<file path="src/hdl/bht_queue.sv">
// two-entry queue between front end and table engine
module bht_queue #(
   parameter int WIDTH = 8
) (
   input  logic             clock,
   input  logic             reset,
   input  logic             push,
   input  logic [WIDTH-1:0] push_data,
   output logic             full,
   input  logic             pop,
   output logic [WIDTH-1:0] pop_data,
   output logic             empty
);

   logic [WIDTH-1:0] mem_ff [2];
   logic             wr_ff;
   logic             rd_ff;
   logic [1:0]       cnt_ff;

   assign full     = (cnt_ff == 2'd2);
   assign empty    = (cnt_ff == 2'd0);
   assign pop_data = mem_ff[rd_ff];

   always_ff @(posedge clock) begin
      if (push) begin
         mem_ff[wr_ff] <= push_data;
      end
   end

   always_ff @(posedge clock) begin
      if (reset) begin
         wr_ff  <= 1'b0;
         rd_ff  <= 1'b0;
         cnt_ff <= 2'd0;
      end else begin
         if (push) begin
            wr_ff <= ~wr_ff;
         end
         if (pop) begin
            rd_ff <= ~rd_ff;
         end
         cnt_ff <= cnt_ff + 2'(push) - 2'(pop);
      end
   end

endmodule

</file>
<file path="config.mk">
export PLATFORM = sky130hd
export DESIGN_NAME = bht_queue
export DESIGN_NICKNAME = d
export VERILOG_FILES = /design/src/hdl/bht_queue.sv
export SDC_FILE = /design/constraint.sdc
export NUM_CORES = 1
export LEC_CHECK = 0
export ABC_AREA = 1
export BUFFER_PORTS_ARGS = -buffer_cell sky130_fd_sc_hd__buf_2
export CELL_PAD_IN_SITES_DETAIL_PLACEMENT = 0
export CELL_PAD_IN_SITES_GLOBAL_PLACEMENT = 1
export CORE_MARGIN = 3
export CORE_UTILIZATION = 40
export DETAILED_ROUTE_END_ITERATION = 8
export PLACE_DENSITY = 0.81
export SYNTH_ARGS = -nofsm -noshare
export SYNTH_HDL_FRONTEND = slang
export SYNTH_SLANG_ARGS = --single-unit
export TNS_END_PERCENT = 30
</file>
<file path="constraint.sdc">
create_clock -name clock -period 1.4 [get_ports clock]
set_input_delay 0.21 -clock clock [delete_from_list [all_inputs] [get_ports clock]]
set_output_delay 0.21 -clock clock [all_outputs]
set_load 0.01 [all_outputs]
</file>
; ---- Word level (Yosys, flattened, before mapping)
; Memory sizes are Yosys's and may differ from the RTL's. A register that Yosys moved wholly into a read port is not among the register bits.
; Index checks and enable logic that the tools add are counted.
[totals]
wordCells = 14
mem_count = 1
input_bits = 12
ram_bits = 16
out_inout_bits = 10
reg_bits = 4
[mem_list]
columns = name, depth, width, read_ports, rd_clocked_by_memory_dff, wr, line_no
row1 = mem_ff, 2, 8, 1, 1, 1, 15  ; logic [WIDTH-1:0] mem_ff [2];
[op_classes]
reduce_logical = 1
n_mux = 4
n_bitwise = 2
n_eq_ne = 1
add_sub_neg = 2
[ops]
columns = op, count
row1 = $mux 1, 4
row2 = $add 2x1->2, 1
row3 = $eq 2x2->1 const B, 1
row4 = $logic_not 2->1, 1
row5 = $not 1->1, 2
row6 = $sub 2x1->2, 1

; ---- Longest topological paths before layout
[logic_depth]
word_depth = 3
depth_mapped = 9
ltp_nobuf = 9

; ---- Worst setup path after synthesis
; OpenSTA, ideal clock, no wires.
[synth_path]
path_kind = reg2reg
start = register cnt_ff[0]
end = register cnt_ff[1]
setup_slack_ns = 0.203
setup_time_ns = 0.115
arrival_ns = 1.082
required_ns = 1.285
synth_period_minus_slack_ns = 1.197
stages_incl_launch_ff = 9
path_buffers = 0
cell_sequence = dfxtp_1 > inv_1 > ha_1 > inv_1 > ha_1 > inv_1 > nand2_1 > a21oi_1 > nor2_1
[synth_between]
elab_chain_cells = 2
[synth_rtl]
columns = element, line_no
row1 = start: declaration, 18  ; logic [1:0] cnt_ff;
row2 = start signal: assignment, 42  ; cnt_ff <= cnt_ff + 2'(push) - 2'(pop);
row3 = $add 2x1->2, 42
row4 = $sub 2x1->2, 42
; No other way between the ends.
; A chain may end at the register's enable or synchronous reset.

==> impl_metrics.toml <==
[clock_tree]
clock_sinks = 21
ctsResizeCount = 11
htree_levels = 1
path_clk_slew_ps = 120
clock_latency_ps = 290
cts_tree = "built"
post-cts-setup-buffers = 0
cts_hold_buf = 0
cts_buffer_depth = 2
cts_buffers = 3
cts_root_buf = "clkbuf_4"

[placement]
place_congestion = 0.619
postPlaceCellArea_um2 = 983
dp_cells = 104
dp_worst_setup_slack_ps = 134
dp_hpwl_um = 940
portBuffers = 21

[yosys]
synth.avg_cell_area_um2 = 14.9
synth_seq_cells = 21
yosys.area.top_type_share_pct = 57.5
synthArstFlopShare_pct = 0
synth_area_leaders = "edfxtp_1 (57%), mux2_4 (14%), dfxtp_1 (12%), inv_1 (3.6%), nor2_1 (3.6%)"
synth.most_common_cell = "edfxtp_1"
synth_nets = 70
ys_types = 12
synth_edf_count = 16
ys.flop_type = "edfxtp_1"
synth.yosys.warnings = 0
yosysTopAreaCell = "edfxtp_1"
synth_cells = 56
syn_area_um2 = 836
synth_common_cells = "edfxtp_1 (16), inv_1 (8), mux2_4 (8), nor2_1 (8), dfxtp_1 (5)"
synth-seq-area-share_pct = 69.5

[sta]
slew_headroom_pct = 77.4
skew_ps = 10.3
min_period_ps = 1420
hold_viol = 0
layout_setup_ws_ps = -22.6
fmax_mhz = 703
rsz0062_at_grt = "true"
hold_ws_ps = 99.8
setup_viol = 8
drv_slew = 0
period_share_pct = 102
tightestPinTransition_ps = 338

[critical_path]
path_max_fanout = 8
cp_data_required_time_ps = 1190
cp-start-kind = "register"
end_kind = "output port"
path_class = "reg2out"
crit_arrival_ps = 1210

[flow_run]
max_cap_violations = 0

[route]
wl_per_cell_um = 11.2
routed_wl_um = 1210
dr.first_iter.drc_count = 6
via_count = 484
viasPerCell = 4.48
antenna_left = 0
drc = 0
dr.pass1.iters = 4

[layout]
drive_above_1_share_pct = 44.6
finalInstanceArea_um2 = 1070
n_antenna_cell = 0
area_growth_pct = 28.0
final_nets = 98
stdcell_count = 108

[global_routing]
grt_pass1_vias = 457
grt_max_degree = 13
overflow = 0
antenna_found_initial = 0
grtUsageTotal_pct = 10.9
grt_pass1_wl_um = 2100

[floorplanning]
rows = 15
fp.dieArea_um2 = 2670
die_h_um = 51.7
core_um2 = 1840
die_w_um = 51.7
initial_utilization_pct = 45.4
ioPinCount = 22

[power_and_ir_drop]
leakagePower_nw = 0.474
finalPower_mw = 1.24
p_per_area_nw_per_um2 = 1160
vdd_drop_max_uv = 617

[run_status]
outcome = "finished, violations left"
violations = "setup timing"

[min_path]
hp-class = "in2reg"
[area by class of cell]
cell class                      instances  area [µm²]
Clock buffer                            3        22.5
Sequential cell                        21         582
Multi-Input combinational cell         26         214
Tap cell                               25        31.3
Clock inverter                          1        5.00
Inverter                                8        30.0
Timing Repair Buffer                   24         185
Fill cell                             171         769
[critical path, cell delays in order (launching register included)]
cell     delay [ps]
dfxtp_2         350
buf_8           140
mux2_4          310
buf_6           120
[sequential cells by signal (all words and copies together) (netlist names), named ones only]
name	cells
mem_ff	16
cnt_ff	2
rd_ff	1
wr_ff	1
[where the power goes]
group	leakage [nW]	internal [mW]	switching [mW]
logic	0.264	0.136	0.105
registers	0.192	0.715	0.0172
clock network	0.0177	0.106	0.165
total	0.474	0.957	0.288
[cells by family after synthesis]
| family | share of synthesized area (%) |
|---|---|
| buf+inv | 4.94 |
| compound gates | 0.598 |
| simple gates | 6.59 |
| mux | 14.4 |
| fa+ha+maj | 2.99 |
| flops | 69.5 |
| xor+xnor | 1.05 |
[metal layers]
metal  part of all wire (%)  wire length (µm)  GRT usage [%]  vias to the layer above
met5                      0                 0              0                        -
met2                     51               614           17.4                       18
met1                     41               491           14.4                      221
met3                    7.4                90           2.87                        2
li1                       -                 -              -                      243
met4                    1.3                16           3.93                        0
[cells in the final DEF, fill, tap and decap left out, drive strengths merged]
cell type / count
nand2: 4
xnor2: 1
mux2: 8
dfxtp: 5
nand3: 1
edfxtp: 16
inv: 8
a21oi: 1
clkbuf: 3
buf: 24
ha: 2
nor2: 8
nor3: 1
clkinv: 1
[worst paths after layout]
kind                   startpoint                     end  slack (ps)  cells past startpoint
max reg2reg  cnt_ff[0]$_SDFF_PP0_    cnt_ff[1]$_SDFF_PP0_         130                      8
min                  push_data[3]  mem_ff[0][3]$_DFFE_PP_         100                      1
min reg2reg    wr_ff$_SDFFE_PP0P_      wr_ff$_SDFFE_PP0P_         520                      2
max                      register             pop_data[0]         -20                      3
[stage by stage]
| stage | util [%] | TNS [ps] |
|---|---|---|
| floorplan | - | 0 |
| global placement | 53.5 | 0 |
| detailed placement | 53.5 | 0 |
| CTS | 58.2 | -195 |
| global route | 58.2 | -621 |
| finish | 58.2 | -130 |
Note: power is estimated with default switching activity, not from simulation.
