<file path="config.mk">
export PLATFORM = sky130hd
export DESIGN_NAME = bht_front
export DESIGN_NICKNAME = d
export VERILOG_FILES = /design/src/hdl/bht_pkg.sv /design/src/hdl/bht_front.sv
export SDC_FILE = /design/constraint.sdc
export NUM_CORES = 1
export LEC_CHECK = 0
export ABC_AREA = 0
export BUFFER_PORTS_ARGS = -buffer_cell sky130_fd_sc_hd__buf_2
export CAP_MARGIN = 20
export CORE_MARGIN = 4
export CORE_UTILIZATION = 25
export CTS_CLUSTER_DIAMETER = 50
export DETAILED_ROUTE_END_ITERATION = 10
export PLACE_DENSITY_LB_ADDON = 0.25
export SYNTH_ARGS = -nofsm -noshare
export SYNTH_HDL_FRONTEND = slang
export SYNTH_SLANG_ARGS = --single-unit
</file>
<file path="constraint.sdc">
create_clock -name clock -period 21.2 [get_ports clock]
set_clock_uncertainty 0.2 [all_clocks]
set_input_delay 2.12 -clock clock [delete_from_list [all_inputs] [get_ports clock]]
set_output_delay 2.12 -clock clock [all_outputs]
set_load 0.01 [all_outputs]
</file>
<file path="src/hdl/bht_pkg.sv">
// shared types and codes for the bucketed hash table unit
package bht_pkg;

   localparam int KEY_W = 64;
   localparam int VAL_W = 64;

   localparam logic [1:0] OP_GET = 2'd0;
   localparam logic [1:0] OP_PUT = 2'd1;
   localparam logic [1:0] OP_REM = 2'd2;
   localparam logic [1:0] OP_BAD = 2'd3;

   localparam logic [1:0] ST_OK   = 2'd0;
   localparam logic [1:0] ST_MISS = 2'd1;
   localparam logic [1:0] ST_FULL = 2'd2;
   localparam logic [1:0] ST_ZERO = 2'd3;

   typedef enum logic [2:0] {
      CLS_GET,
      CLS_PUT,
      CLS_REM,
      CLS_BAD,
      CLS_ZERO
   } cls_type;

   typedef struct packed {
      cls_type            cls;
      logic [KEY_W-1:0]   key;
      logic [VAL_W-1:0]   value;
   } item_type;

endpackage

</file>
<file path="src/hdl/bht_front.sv">
// front end: takes request beats, classifies them and computes the home bucket
module bht_front
   import bht_pkg::*;
#(
   parameter int HOME_BUCKETS = 1024,
   parameter int BW = 11
) (
   input  logic                clock,
   input  logic                reset,
   input  logic                req_valid,
   output logic                req_stall,
   input  logic [1:0]          req_op,
   input  logic [KEY_W-1:0]    req_key,
   input  logic [VAL_W-1:0]    req_value,
   input  logic                csr_valid,
   output logic                csr_ready,
   input  logic [3:0]          csr_bucket_count_log2,
   input  logic                clearing,
   output logic                push,
   input  logic                q_full,
   output item_type            push_item,
   output logic [BW-1:0]       push_home
);

   localparam logic [32:0] RECIP = 33'((64'd1 << 32) / HOME_BUCKETS);
   localparam logic [16:0] HB    = 17'(HOME_BUCKETS);

   typedef enum logic [1:0] {F_IDLE, F_MUL, F_PUSH} fstate_type;

   fstate_type        state_ff;
   logic [3:0]        lg_ff;
   logic [1:0]        op_ff;
   logic [KEY_W-1:0]  key_ff;
   logic [VAL_W-1:0]  value_ff;
   logic [15:0]       x_ff;
   logic [48:0]       prod_ff;
   logic [15:0]       mask_in;
   logic [16:0]       quot;
   logic [33:0]       rem_a;
   logic [33:0]       rem_b;

   assign csr_ready = 1'b1;
   assign req_stall = (state_ff != F_IDLE) || clearing;
   assign mask_in   = ~(16'hffff << lg_ff);

   // reciprocal estimate is low by at most one, so one correction step
   assign quot  = prod_ff[48:32];
   assign rem_a = 34'(x_ff) - (34'(quot) * 34'(HB));
   assign rem_b = (rem_a >= 34'(HB)) ? (rem_a - 34'(HB)) : rem_a;

   always_comb begin
      push_item.key   = key_ff;
      push_item.value = value_ff;
      push_home       = BW'(rem_b);
      if (op_ff == OP_BAD) begin
         push_item.cls = CLS_BAD;
      end else if (key_ff == '0) begin
         push_item.cls = CLS_ZERO;
      end else if (op_ff == OP_PUT) begin
         push_item.cls = CLS_PUT;
      end else if (op_ff == OP_REM) begin
         push_item.cls = CLS_REM;
      end else begin
         push_item.cls = CLS_GET;
      end
   end

   assign push = (state_ff == F_PUSH) && !q_full;

   always_ff @(posedge clock) begin
      if (reset) begin
         state_ff <= F_IDLE;
         lg_ff    <= 4'd10;
      end else begin
         if (csr_valid && csr_ready) begin
            lg_ff <= csr_bucket_count_log2;
         end
         unique case (state_ff)
            F_IDLE: begin
               if (req_valid && !req_stall) begin
                  op_ff    <= req_op;
                  key_ff   <= req_key;
                  value_ff <= req_value;
                  x_ff     <= req_key[15:0] & mask_in;
                  state_ff <= F_MUL;
               end
            end
            F_MUL: begin
               prod_ff  <= 49'(x_ff) * 49'(RECIP);
               state_ff <= F_PUSH;
            end
            F_PUSH: begin
               if (!q_full) begin
                  state_ff <= F_IDLE;
               end
            end
            default: state_ff <= F_IDLE;
         endcase
      end
   end

endmodule

</file>
# [Word level (Yosys, flattened, before mapping)]
# Index checks and enable logic that the tools add are counted.
[word_totals] out_inout_bits=145 wordCells=40 input_bits=140 reg_bits=168
[op_classes] add_sub_neg=2 eq_ne=7 n_shift=1 bitwise_logic=3 n_lt_le_gt_ge=1 reduce_logical=11 mux=8
[ops] operator="$logic_not A64 Y1" count=1
[ops] operator="$ge A34 B11 Y1 const B" count=1
[ops] operator="$sub A16 B16 Y17" count=1
[ops] operator="$and A16 B16 Y16" count=1
[ops] operator="$not A16 Y16" count=1
[ops] operator="$shl A16 B4 Y16 const A" count=1
[ops] operator="$mux W11" count=1
[ops] operator="$sub A11 B11 Y11 const B" count=1
[ops] operator="$mux W2" count=4
[ops] operator="$eq A2 B2 Y1 const B" count=3
[ops] operator="$mux W3" count=2
[ops] operator="$pmux W2 S3" count=1
[ops] operator="$eq A2 B1 Y1 const B" count=2
[ops] operator="$ne A2 B2 Y1 const B" count=2
[ops] operator="$reduce_and A2 Y1" count=2
[ops] operator="$reduce_and A3 Y1" count=1
[ops] operator="$logic_and A1 B1 Y1" count=2
[ops] operator="$logic_not A1 Y1" count=2
[ops] operator="$logic_not A2 Y1" count=1
[ops] operator="$reduce_bool A2 Y1" count=1
[ops] operator="$logic_or A1 B1 Y1" count=1
[ops] operator="$not A1 Y1" count=1

# [Logic depth before layout (Yosys ltp)]
[depth] ltp_word=6 ltp_mapped=8

# [Worst setup path before layout]
# No wires, ideal clock.
[synth_timing] path_kind="input to register" from="input clearing" to="register key_ff[0] (enable)" setup_ns=0.857 required_ns=20.143 path_slack_ns=7.071 arrival_time_ns=13.072 stages=2 path_cell_list="or3_1 -> nor3b_1"
[synth_between] elab_chain_len=4
[synth_lines] element="start: declaration" line="bht_front.sv:18" text="input logic clearing,"
[synth_lines] element="$logic_or A1 B1 Y1" line="bht_front.sv:43" text="assign req_stall = (state_ff != F_IDLE) || clearing;"
[synth_lines] element="$logic_not A1 Y1" line="bht_front.sv:80" text="if (req_valid && !req_stall) begin"
[synth_lines] element="$logic_and A1 B1 Y1" line="bht_front.sv:80"
[synth_lines] element="$reduce_and A3 Y1 (no source line)"
[synth_lines] element="end signal: assignment" line="bht_front.sv:82" text="key_ff <= req_key;"
[synth_lines] element="end: declaration" line="bht_front.sv:33" text="logic [KEY_W-1:0] key_ff;"
# Every way passes these cells.
# A chain may end at the register's enable or synchronous reset.

# [Worst setup path in the final report]
[layout_timing] from="input clearing" to="output req_stall"
[layout_between] elab_chain_len=1
[layout_lines] element="$logic_or A1 B1 Y1" line="bht_front.sv:43"
[layout_lines] element="end: declaration" line="bht_front.sv:11" text="output logic req_stall,"
# Every way passes these cells.

==> impl_metrics.tcl <==
set metrics [dict create \
    coreArea_um2 21000 \
    synth_compound_area_share_pct 3.62 \
    timing.critical_path.buf_inv 2 \
    clk_pin_slew_worst_paths_ns 0.07 \
    yosys.area_share.adder_pct 1.54 \
    cts_buffers 17 \
    critPathMaxStageDelay_ns 0.36 \
    place_area_um2 7030 \
    drt_wl_total_um 14100 \
    overflow 0 \
    postRouteAntennaNets 0 \
    h-tree-depth 4 \
    cts.hold.buffers_added 0 \
    rsz0062_at_grt "false" \
    reg2reg_from "state_ff[1]" \
    drc 0 \
    synth_nets 404 \
    pre_cts_slack_ns 16.14 \
    drv_slew 0 \
    ff2ff_path_depth 4 \
    holdCritStartpoint "x_ff[10]" \
    setup_tns_ns 0 \
    cp_max_fo 3 \
    synth.area.mux_share_pct 0.561 \
    globalRouteTotalUtil_pct 11.5 \
    antennaDiodeCount 0 \
    pin_count 285 \
    portBuffers 283 \
    worst_slack_ns 16.14 \
    fmax_mhz 198 \
    p_per_area_nw_per_um2 91.7 \
    post_cts.repair.setup_buffers 0 \
    crit_chain "buf_2, or3_1, buf_2" \
    clock-sinks 156 \
    path_class "in2out" \
    relSlewSlack_pct 36.2 \
    grt_pass1_vias 3584 \
    antenna_found_initial 1 \
    syn2layout_area_growth_pct 42.7 \
    required_ns 18.88 \
    yosys_warnings 0 \
    cts-root-buf "clkbuf_16" \
    r2r-end "key_ff[17]" \
    status "finished clean" \
    synth_top_family_by_area "simple AND/OR/NAND/NOR gates" \
    setup_viol 0 \
    worstMarginPinSlew_ns 0.958 \
    cp_slowest_cell "or3_1" \
    seq_area_frac_synth_pct 86.4 \
    cp_top_family "simple AND/OR/NAND/NOR gates" \
    syn_inst 258 \
    power.leakage_nw 3.07 \
    clk_latency_ns 0.41 \
    wl_per_cell_um 16.8 \
    synthSimpleGateAreaFrac_pct 5.38 \
    clockBufferDepth 2 \
    synthXorXnorAreaFrac_pct 0.164 \
    arrival_ns 2.74 \
    grt_start_max_net_pins 77 \
    cp-end-kind "output pin" \
    synth_seq_cells 156 \
    viasPerCell 4.09 \
    fin_hold_ws_ns 0.252 \
    min_to "prod_ff[32]" \
    start_util_pct 25.5 \
    hpwl_um 10800 \
    chipWidth_um 154 \
    tritoncts "yes" \
    syn_area_um2 5350 \
    hold_violations 0 \
    synth.distinct_cells 36 \
    finalCritPeriodShare_pct 23.8 \
    fp.dieArea_um2 23800 \
    cpMostUsedCell "buf_2" \
    hold_class "reg2reg" \
    drt-pass1-iter-count 4 \
    syn_area_per_cell_um2 20.7 \
    reg2reg_slack_ns 18.08 \
    first_iter_violations 136 \
    holdPathStages 0 \
    grt_pass1_wl_um 20900 \
    layout_min_cycle_time_ns 5.06 \
    irDropWorstVdd_v 0.0000458 \
    nets 693 \
    via_count 3414 \
    final_area_um2 7630 \
    place_congestion 0.766 \
    die_h_um 154 \
    rows 53 \
    cap_violations 0 \
    post_cts_resized 0 \
    critPathLaunchType "input pin" \
    drive_above_1_share_pct 57.0 \
]
power by group:
group	internal, mW	total [mW]	switching [mW]
registers	0.349	0.354	0.00501
clock network	0.178	0.311	0.133
logic	0.0173	0.0358	0.0186
cell families after synthesis:
logic type / count (synthesis)
other: 1
muxes: 3
DFF: 156
adders and majority gates: 6
AOI/OAI and AO/OA: 25
buffers and inverters: 21
xor gates and xnor gates: 1
and+or+nand+nor: 45
sequential cells by signal, indices dropped and copies added (netlist names):
name,flops
op_ff,2
lg_ff,4
value_ff,64
key_ff,64
state_ff,2
prod_ff,5
x_ff,15
through the flow:
step / util (%) / cells / power, mW
4_1_cts: 36.3 / 835 / 0.712
3_3_place_gp: 33.5 / 803 / 0.397
5_1_grt: 36.3 / 835 / 0.730
6_report: 36.3 / 835 / 0.700
2_1_floorplan: - / 258 / 0.376
3_5_place_dp: 33.5 / 803 / 0.397
worst max-delay path by stage:
stage | startpoint | depth (start not counted) | end
3_5_place_dp | clearing | 3 | req_stall
3_3_place_gp | clearing | 3 | req_stall
2_1_floorplan | clearing | 2 | key_ff[0]
5_1_grt | clearing | 3 | req_stall
4_1_cts | clearing | 3 | req_stall
6_report | clearing | 3 | req_stall
routing by layer:
metal / global-route usage, % / part of all wire, %
met1: 13.0 / 39
met2: 19.1 / 50
met3: 5.79 / 10
met4: 3.57 / 1.3
met5: 0 / 0.050
layout make-up:
type / count / area [um2]
Multi-Input combinational cell: 81 / 612
Clock buffer: 17 / 425
Sequential cell: 156 / 4620
Fill cell: 2051 / 13400
Tap cell: 275 / 344
Clock inverter: 15 / 175
Inverter: 6 / 22.5
Timing Repair Buffer: 285 / 1430
synthesized netlist by cell type:
cell | number | area (um2)
edfxtp_1 | 150 | 4500
nor4_1 | 17 | 106
buf_4 | 11 | 82.6
dfxtp_1 | 6 | 120
inv_1 | 6 | 22.5
a21oi_1 | 5 | 25.0
ha_1 | 5 | 62.6
nor2_1 | 5 | 18.8
o21a_1 | 5 | 37.5
clkbuf_1 | 4 | 15.0
nand4_1 | 4 | 25.0
nor2b_1 | 4 | 25.0
a211o_1 | 3 | 26.3
mux2i_1 | 3 | 30.0
nor3b_1 | 3 | 22.5
o31a_1 | 3 | 26.3
and2_1 | 2 | 12.5
and4_1 | 2 | 17.5
o211a_1 | 2 | 20.0
o21ai_0 | 2 | 10.0
a21o_1 | 1 | 7.51
a311oi_1 | 1 | 8.76
and3_1 | 1 | 6.26
conb_1 | 1 | 3.75
fa_1 | 1 | 20.0
nand2b_1 | 1 | 6.26
nand3_1 | 1 | 5.00
nand3b_1 | 1 | 7.51
nor3_1 | 1 | 5.00
nor4_2 | 1 | 12.5
o2111a_1 | 1 | 11.3
o311a_1 | 1 | 10.0
o41a_1 | 1 | 11.3
or3_1 | 1 | 6.26
or4_4 | 1 | 11.3
xnor2_1 | 1 | 8.76
placed cells by master, fill, tap and decap left out, types with 2 or more instances in the layout:
master      netlist  routed
a211o_1           3       3
a21oi_1           5       5
and2_1            2       2
and4_1            2       2
buf_2             0     283
buf_4            11       2
bufinv_16         0       2
clkbuf_16         0      17
clkinvlp_4        0       3
dfxtp_1           6       6
edfxtp_1        150     150
ha_1              5       5
inv_1             6       6
inv_6             0       4
inv_8             0       4
mux2i_1           3       3
nand4_1           4       4
nor2_1            5       5
nor2b_1           4       4
nor3b_1           3       2
nor4_1           17      17
o211a_1           2       2
o21a_1            5       5
o21ai_0           2       2
o31a_1            3       3
No activity file was read; power rests on OpenSTA's default activity.
